===== config.mk =====
export PLATFORM = sky130hd
export DESIGN_NAME = gost94_step
export DESIGN_NICKNAME = d
export VERILOG_FILES = /design/src/design/gost94_pkg.sv /design/src/design/gost94_step.sv
export SDC_FILE = /design/constraint.sdc
export NUM_CORES = 2
export LEC_CHECK = 0
export BUFFER_PORTS_ARGS = -buffer_cell sky130_fd_sc_hd__buf_2
export CAP_MARGIN = 20
export CORE_ASPECT_RATIO = 1.25
export CORE_UTILIZATION = 45
export DETAILED_ROUTE_END_ITERATION = 16
export PLACE_DENSITY = 0.63
export SETUP_SLACK_MARGIN = 0.15
export SLEW_MARGIN = 5
export SYNTH_ARGS = -nofsm -noshare
export SYNTH_HDL_FRONTEND = slang
export SYNTH_SLANG_ARGS = --single-unit

===== constraint.sdc =====
create_clock -name clk -period 28.9 [get_ports clk]
set_clock_uncertainty 0.15 [all_clocks]
set_input_delay 5.78 -clock clk [delete_from_list [all_inputs] [get_ports clk]]
set_output_delay 5.78 -clock clk [all_outputs]
set_load 0.02 [all_outputs]

===== src/design/gost94_pkg.sv =====
`default_nettype none
package gost94_pkg;

    typedef logic [7:0][63:0] sbox_t;

    localparam logic [255:0] C3 = {64'hff00ffff000000ff, 64'hff0000ff00ffff00,
                                   64'h00ff00ff00ff00ff, 64'hff00ff00ff00ff00};

    localparam int unsigned PSI_MSG_STEP   = 12;
    localparam int unsigned PSI_CHAIN_STEP = 13;
    localparam int unsigned PSI_LAST_STEP  = 73;

    // 32-bit round function: add key, eight 4-bit S-boxes, rotate left by 11
    function automatic logic [31:0] round_fn(logic [31:0] x, logic [31:0] k, sbox_t sb);
        logic [31:0] s;
        logic [31:0] o;
        s = x + k;
        o = '0;
        for (int i = 0; i < 8; i++)
        begin
            o[4*i +: 4] = sb[i][{s[4*i +: 4], 2'b00} +: 4];
        end
        return {o[20:0], o[31:21]};
    endfunction

    // key byte j comes from byte 8*(j mod 4) + j/4
    function automatic logic [255:0] shuffle(logic [255:0] y);
        logic [255:0] r;
        logic [4:0]   jj;
        logic [4:0]   src;
        r = '0;
        for (int j = 0; j < 32; j++)
        begin
            jj  = 5'(j);
            src = {jj[1:0], jj[4:2]};
            r[8*j +: 8] = y[{src, 3'b000} +: 8];
        end
        return r;
    endfunction

    function automatic logic [255:0] a_map(logic [255:0] y);
        return {y[63:0] ^ y[127:64], y[255:64]};
    endfunction

    function automatic logic [255:0] psi_once(logic [255:0] v);
        logic [15:0] x;
        x = v[15:0] ^ v[31:16] ^ v[47:32] ^ v[63:48] ^ v[207:192] ^ v[255:240];
        return {x, v[255:16]};
    endfunction

endpackage
`default_nettype wire


===== src/design/gost94_step.sv =====
`default_nettype none
module gost94_step
    import gost94_pkg::*;
(
    input  wire logic         clk,
    input  wire logic         rst_n,
    input  wire logic         start,
    input  wire sbox_t        sbox,
    input  wire logic [255:0] chain_in,
    input  wire logic [255:0] msg_in,
    output logic              done,
    output logic [255:0]      result
);

    typedef enum logic [1:0] {ST_IDLE, ST_KEYGEN, ST_CIPHER, ST_PSI} state_t;

    state_t              state_reg;
    logic [255:0]        u_reg;
    logic [255:0]        v_reg;
    logic [255:0]        chain_reg;
    logic [255:0]        msg_reg;
    logic [3:0][255:0]   key_reg;
    logic [31:0]         a_reg;
    logic [31:0]         b_reg;
    logic [1:0]          j_reg;
    logic [4:0]          round_reg;
    logic [1:0]          widx_reg;
    logic [6:0]          psi_reg;
    logic [255:0]        s_reg;
    logic                done_reg;

    logic [255:0] u_adv;
    logic [255:0] v_adv;
    logic [255:0] cur_key;
    logic [2:0]   kn;
    logic [31:0]  sk;
    logic [31:0]  t;
    logic [1:0]   widx_inc;
    logic [255:0] psi_in;

    always_comb
    begin
        u_adv    = a_map(u_reg) ^ ((j_reg == 2'd2) ? C3 : 256'd0);
        v_adv    = a_map(a_map(v_reg));
        cur_key  = key_reg[widx_reg];
        // subkeys run 0..7 three times, then 7..0
        kn       = (round_reg < 5'd24) ? round_reg[2:0] : ~round_reg[2:0];
        sk       = cur_key[{kn, 5'b00000} +: 32];
        t        = round_fn(a_reg, sk, sbox) ^ b_reg;
        widx_inc = widx_reg + 2'd1;
        psi_in   = s_reg
                 ^ ((psi_reg == 7'(PSI_MSG_STEP))   ? msg_reg   : 256'd0)
                 ^ ((psi_reg == 7'(PSI_CHAIN_STEP)) ? chain_reg : 256'd0);
    end

    always_ff @(posedge clk or negedge rst_n)
    begin
        if (!rst_n)
        begin
            state_reg <= ST_IDLE;
            done_reg  <= 1'b0;
            j_reg     <= '0;
            round_reg <= '0;
            widx_reg  <= '0;
            psi_reg   <= '0;
        end
        else
        begin
            done_reg <= 1'b0;
            unique case (state_reg)
                ST_IDLE:
                begin
                    if (start)
                    begin
                        u_reg     <= chain_in;
                        v_reg     <= msg_in;
                        chain_reg <= chain_in;
                        msg_reg   <= msg_in;
                        j_reg     <= '0;
                        state_reg <= ST_KEYGEN;
                    end
                end
                ST_KEYGEN:
                begin
                    if (j_reg == 2'd0)
                    begin
                        key_reg[0] <= shuffle(u_reg ^ v_reg);
                    end
                    else
                    begin
                        key_reg[j_reg] <= shuffle(u_adv ^ v_adv);
                        u_reg          <= u_adv;
                        v_reg          <= v_adv;
                    end
                    j_reg <= j_reg + 2'd1;
                    if (j_reg == 2'd3)
                    begin
                        widx_reg  <= '0;
                        round_reg <= '0;
                        a_reg     <= chain_reg[31:0];
                        b_reg     <= chain_reg[63:32];
                        state_reg <= ST_CIPHER;
                    end
                end
                ST_CIPHER:
                begin
                    a_reg     <= t;
                    b_reg     <= a_reg;
                    round_reg <= round_reg + 5'd1;
                    if (round_reg == 5'd31)
                    begin
                        s_reg[{widx_reg, 6'b000000} +: 64] <= {t, a_reg};
                        if (widx_reg == 2'd3)
                        begin
                            psi_reg   <= '0;
                            state_reg <= ST_PSI;
                        end
                        else
                        begin
                            widx_reg <= widx_inc;
                            a_reg    <= chain_reg[{widx_inc, 6'b000000} +: 32];
                            b_reg    <= chain_reg[{widx_inc, 6'b100000} +: 32];
                        end
                    end
                end
                ST_PSI:
                begin
                    // 12 shifts, mix message, 1 shift, mix chain, 61 shifts
                    s_reg   <= psi_once(psi_in);
                    psi_reg <= psi_reg + 7'd1;
                    if (psi_reg == 7'(PSI_LAST_STEP))
                    begin
                        done_reg  <= 1'b1;
                        state_reg <= ST_IDLE;
                    end
                end
                default:
                begin
                    state_reg <= ST_IDLE;
                end
            endcase
        end
    end

    assign done   = done_reg;
    assign result = s_reg;

    a_done_after_psi: assert property (@(posedge clk) disable iff (!rst_n)
        done_reg |-> ($past(state_reg) == ST_PSI && state_reg == ST_IDLE))
        else $error("step done without psi phase");

    a_cipher_round_wrap: assert property (@(posedge clk) disable iff (!rst_n)
        (state_reg == ST_CIPHER && round_reg == 5'd31 && widx_reg == 2'd3)
            |=> (state_reg == ST_PSI && psi_reg == 7'd0))
        else $error("cipher did not hand over to psi");

    a_keygen_len: assert property (@(posedge clk) disable iff (!rst_n)
        $rose(state_reg == ST_CIPHER) |-> ($past(j_reg) == 2'd3))
        else $error("cipher started before four keys");

endmodule
`default_nettype wire


==> results.txt <==
----------------------------------------------------
[STA]
  Final-report hold violation count ... 0
  Final slew viol count ... 1
  Maximum operating frequency ... 103 MHz
  Setup violators final ... 0
  Slew HR ... -3.18%
  Final cycle utilization of the critical path ... approximately a third
  Unrepaired setup endpoints after global routing ... false
  Transition at the pin with the smallest max-transition slack ... around 1500 ps
  TNS Setup ... 0 ps
  Post-route minimum period ... 9740 ps

[Power]
  Power Density ... 76.9 nW/um^2
  Peak supply drop ... approximately 0.0001 V
  LEAKAGE ... 45.8 nW

[Clocking]
  Resized Gates After CTS ... 0
  Clock net sink count ... around 2400
  Cts hold-fix bufs ... 0
  Setup Buffers After CTS ... 0
  Clock Pin Slew Worst Setup and Hold Paths ... 70 ps
  Clock latency of the later-clocked register in the worst-skew pair ... 990 ps
  TritonCTS clock tree ... yes
  Root buffer cell ... sky130_fd_sc_hd__clkbuf_16
  Cts bufs inserted ... 242
  Deepest clock path buffer count ... 4
  Level count of the clock H-tree ... 4

[Layout]
  Final instance count without filler cells ... about 13000
  Signed area change from the synthesized netlist to the final layout ... 16.6%
  Fraction of layout cells with a size suffix above 1 ... between 20 and 30%
  Number of flip-flops in the largest register ... 1024
  Count of nets after finishing ... 10200

[Detailed routing]
  Total via count after detailed routing ... 82200
  Detailed-route wire length per cell ... around 43 um
  Sum of routed wire length over all layers ... 545 mm
  ANT nets after route ... 0
  Violation count after the first detailed-route iteration ... 14700
  Count of TritonRoute iterations in the first routing pass ... 8
  Vias per cell ... 6.42
  Number of remaining DRC errors ... 0

[GRT]
  Gr ovfl total ... 0
  Met1 capacity usage during global routing ... 50.9%
  Met2 layer usage reported by global route ... 56.4%
  Antenna violations before repair ... 173
  Largest net degree at the start of global routing ... 204
  Vias in the first global route ... 75900
  Global routing met3 resource utilization ... between 10% and 20%
  Overall fraction of global-route tracks in use ... a little over 40%
  Top Usage Layer GRT ... met2
  Wire length of the first global-routing pass ... 702 mm

[Setup path]
  Worst Setup End Kind ... register
  Required time worst endpoint ... 29400 ps
  Worst path arrival time ... 10230 ps
  Crit path launch type ... register
  CP Class ... register to register
  Highest fanout seen on the critical path ... between 100 and 150

[Min path]
  Tightest Hold Check Type ... register to register

[Logic synthesis]
  Synthesized Nets ... 8967
  Number of distinct library cells after synthesis ... 73
  Commonest register cell after synthesis ... sky130_fd_sc_hd__edfxtp_1
  Cells after synthesis ... about 7900
  Synth Register Bits ... 2387
  Count of flip-flops with a built-in enable after synthesis ... between 2000 and 2500
  Warning count from the yosys run ... 0
  Proportion of synthesized flip-flops having asynchronous set or reset ... 0.796%
  Netlist area before placement ... 116000 um^2
  Post-Syn Area per Cell ... 14.7 um^2
  Share of synthesized area occupied by flip-flops and latches ... 61.7%

[Floorplan]
  Die outline width ... 456 um
  Vertical die dimension ... 570 um
  Die Outline Area ... approximately 260000 um^2
  Std cell rows ... 208
  Top-Level Pins ... 1284
  Initial Utilization ... between 40 and 50%
  Area inside the core boundary ... ~260000 um^2

[Flow run]
  Count of max-cap constraint violations ... 0

[Placement]
  Count of input and output buffers ... 1283
  Last weighted congestion value of the routability-driven placer ... 1.08
  Placed cell count ... 12200
  Estimated wirelength of the detail-placed design ... roughly 420 mm

[Outcome]
  Violations in the final reports ... max-slew violations
  Run status ... finished, violations left

----------------------------------------------------
==> placed cells by master (no fill, tap or decap), types with 125 or more instances in the layout <==
master / Yosys / final
sky130_fd_sc_hd__o21ai_0: 143 / 142
sky130_fd_sc_hd__nand2_1: 811 / 811
sky130_fd_sc_hd__clkbuf_16: 0 / 242
sky130_fd_sc_hd__buf_2: 29 / 1284
sky130_fd_sc_hd__and2_1: 261 / 258
sky130_fd_sc_hd__mux4_2: 485 / 485
sky130_fd_sc_hd__a21oi_1: 324 / 323
sky130_fd_sc_hd__buf_4: 4 / 146
sky130_fd_sc_hd__xor2_1: 652 / 648
sky130_fd_sc_hd__nor2_1: 381 / 372
sky130_fd_sc_hd__edfxtp_1: 2368 / 2368
sky130_fd_sc_hd__mux2_2: 294 / 294
sky130_fd_sc_hd__o22ai_1: 132 / 132
sky130_fd_sc_hd__xnor2_1: 877 / 850
sky130_fd_sc_hd__diode_2: 0 / 125
==> final timing paths <==
check | start | to | slack [ps] | cells past startpoint
worst min-delay path | round_reg[4] | round_reg[4] | 400 | 1
worst min register to register | round_reg[4] | round_reg[4] | 400 | 1
max in group asynchronous | rst_n | widx_reg[1] | 23500 | 1
min in group asynchronous | rst_n | psi_reg[4] | 4670 | 1
worst max register to register | widx_reg[0] | result[103] | 19160 | 19
worst max-delay path | widx_reg[0] | result[103] | 19160 | 19
==> synthesized netlist by cell type (4+ instances only) <==
| cell type | n | share of area, % |
|---|---|---|
| sky130_fd_sc_hd__a211oi_1 | 56 | 0.36 |
| sky130_fd_sc_hd__nor4_1 | 4 | 0.022 |
| sky130_fd_sc_hd__nand2b_1 | 71 | 0.38 |
| sky130_fd_sc_hd__xor2_1 | 652 | 4.9 |
| sky130_fd_sc_hd__nand3_1 | 21 | 0.091 |
| sky130_fd_sc_hd__clkbuf_1 | 370 | 1.2 |
| sky130_fd_sc_hd__nand2_1 | 811 | 2.6 |
| sky130_fd_sc_hd__a31oi_1 | 40 | 0.22 |
| sky130_fd_sc_hd__dfrtp_1 | 19 | 0.41 |
| sky130_fd_sc_hd__o21ai_0 | 143 | 0.62 |
| sky130_fd_sc_hd__inv_1 | 25 | 0.081 |
| sky130_fd_sc_hd__mux2i_1 | 116 | 1.0 |
| sky130_fd_sc_hd__buf_2 | 29 | 0.13 |
| sky130_fd_sc_hd__a221oi_1 | 58 | 0.44 |
| sky130_fd_sc_hd__a32o_1 | 4 | 0.035 |
| sky130_fd_sc_hd__nor2_1 | 381 | 1.2 |
| sky130_fd_sc_hd__mux2_2 | 294 | 2.9 |
| sky130_fd_sc_hd__o22ai_1 | 132 | 0.71 |
| sky130_fd_sc_hd__xnor2_2 | 18 | 0.25 |
| sky130_fd_sc_hd__a221o_1 | 5 | 0.043 |
| sky130_fd_sc_hd__ha_1 | 48 | 0.52 |
| sky130_fd_sc_hd__a21oi_1 | 324 | 1.4 |
| sky130_fd_sc_hd__a22o_1 | 18 | 0.14 |
| sky130_fd_sc_hd__a22oi_1 | 69 | 0.45 |
| sky130_fd_sc_hd__a21o_1 | 33 | 0.21 |
| sky130_fd_sc_hd__nor3_1 | 12 | 0.052 |
| sky130_fd_sc_hd__and3_1 | 8 | 0.043 |
| sky130_fd_sc_hd__buf_4 | 4 | 0.026 |
| sky130_fd_sc_hd__mux4_2 | 485 | 9.4 |
| sky130_fd_sc_hd__or3_1 | 6 | 0.032 |
| sky130_fd_sc_hd__nand4_1 | 6 | 0.032 |
| sky130_fd_sc_hd__xnor2_1 | 877 | 6.6 |
| sky130_fd_sc_hd__o21a_1 | 5 | 0.032 |
| sky130_fd_sc_hd__nor2b_1 | 4 | 0.022 |
| sky130_fd_sc_hd__edfxtp_1 | 2368 | 61 |
| sky130_fd_sc_hd__buf_1 | 58 | 0.19 |
| sky130_fd_sc_hd__and2_1 | 261 | 1.4 |
==> metrics by stage <==
stage          hold slack, ps  power [mW]  setup WS, ps  util (%)  cell area (um^2)
5_1_grt                   425        10.5         18810      52.6            135000
3_5_place_dp              382        7.01         18650      49.4            127000
2_1_floorplan             344        5.61          8800         -            116000
3_3_place_gp              359        6.97         18760      49.3            127000
4_1_cts                   397        10.2         19270      52.5            135000
6_report                  404        10.4         19160      52.7            135000
==> routing by layer <==
metal / share of wire (%) / up-vias
li1: - / 32000
met1: 34 / 41800
met2: 41 / 6941
met3: 15 / 1369
met4: 9.5 / 86
met5: 0.15 / -
==> cells by family after synthesis <==
family | after synthesis | synth area share, %
buffers and inverters | 489 | 1.64
AND/OR/NAND/NOR | 1603 | 6.07
multiplexers | 896 | 13.3
XOR/XNOR | 1550 | 11.8
flip-flops | 2387 | 61.7
adder cells (fa/ha/maj) | 49 | 0.535
AO/OA/AOI/OAI | 917 | 4.92
==> cell type report <==
class                           instances  area (um^2)
Clock inverter                        163         1830
Sequential cell                      2387        71600
Multi-Input combinational cell       5015        43100
Fill cell                           21500       121000
Tap cell                             3360         4200
Clock buffer                          274         6200
Inverter                               26          105
Antenna cell                          125          313
Timing Repair Buffer                 1450         7890
==> power by group <==
| part | switching [mW] | internal, mW |
|---|---|---|
| clock network | 1.43 | 1.86 |
| registers | 0.111 | 3.90 |
| logic | 2.03 | 1.07 |
==> critical path, stage by stage, from the launching register on <==
cell	delay, ps
sky130_fd_sc_hd__dfrtp_4	780
sky130_fd_sc_hd__buf_4	610
sky130_fd_sc_hd__buf_4	690
sky130_fd_sc_hd__buf_12	610
sky130_fd_sc_hd__mux4_2	670
sky130_fd_sc_hd__mux4_2	570
sky130_fd_sc_hd__mux2_2	390
sky130_fd_sc_hd__ha_4	950
sky130_fd_sc_hd__nand2_1	470
sky130_fd_sc_hd__nor2_1	490
sky130_fd_sc_hd__a21o_2	200
sky130_fd_sc_hd__buf_4	480
sky130_fd_sc_hd__a22oi_1	190
sky130_fd_sc_hd__a21oi_1	190
sky130_fd_sc_hd__a221oi_1	70
sky130_fd_sc_hd__mux2i_1	210
sky130_fd_sc_hd__mux2i_1	110
sky130_fd_sc_hd__mux2i_2	850
sky130_fd_sc_hd__xnor2_1	310
sky130_fd_sc_hd__o22ai_1	160
No activity file was read; power rests on OpenSTA's default activity.
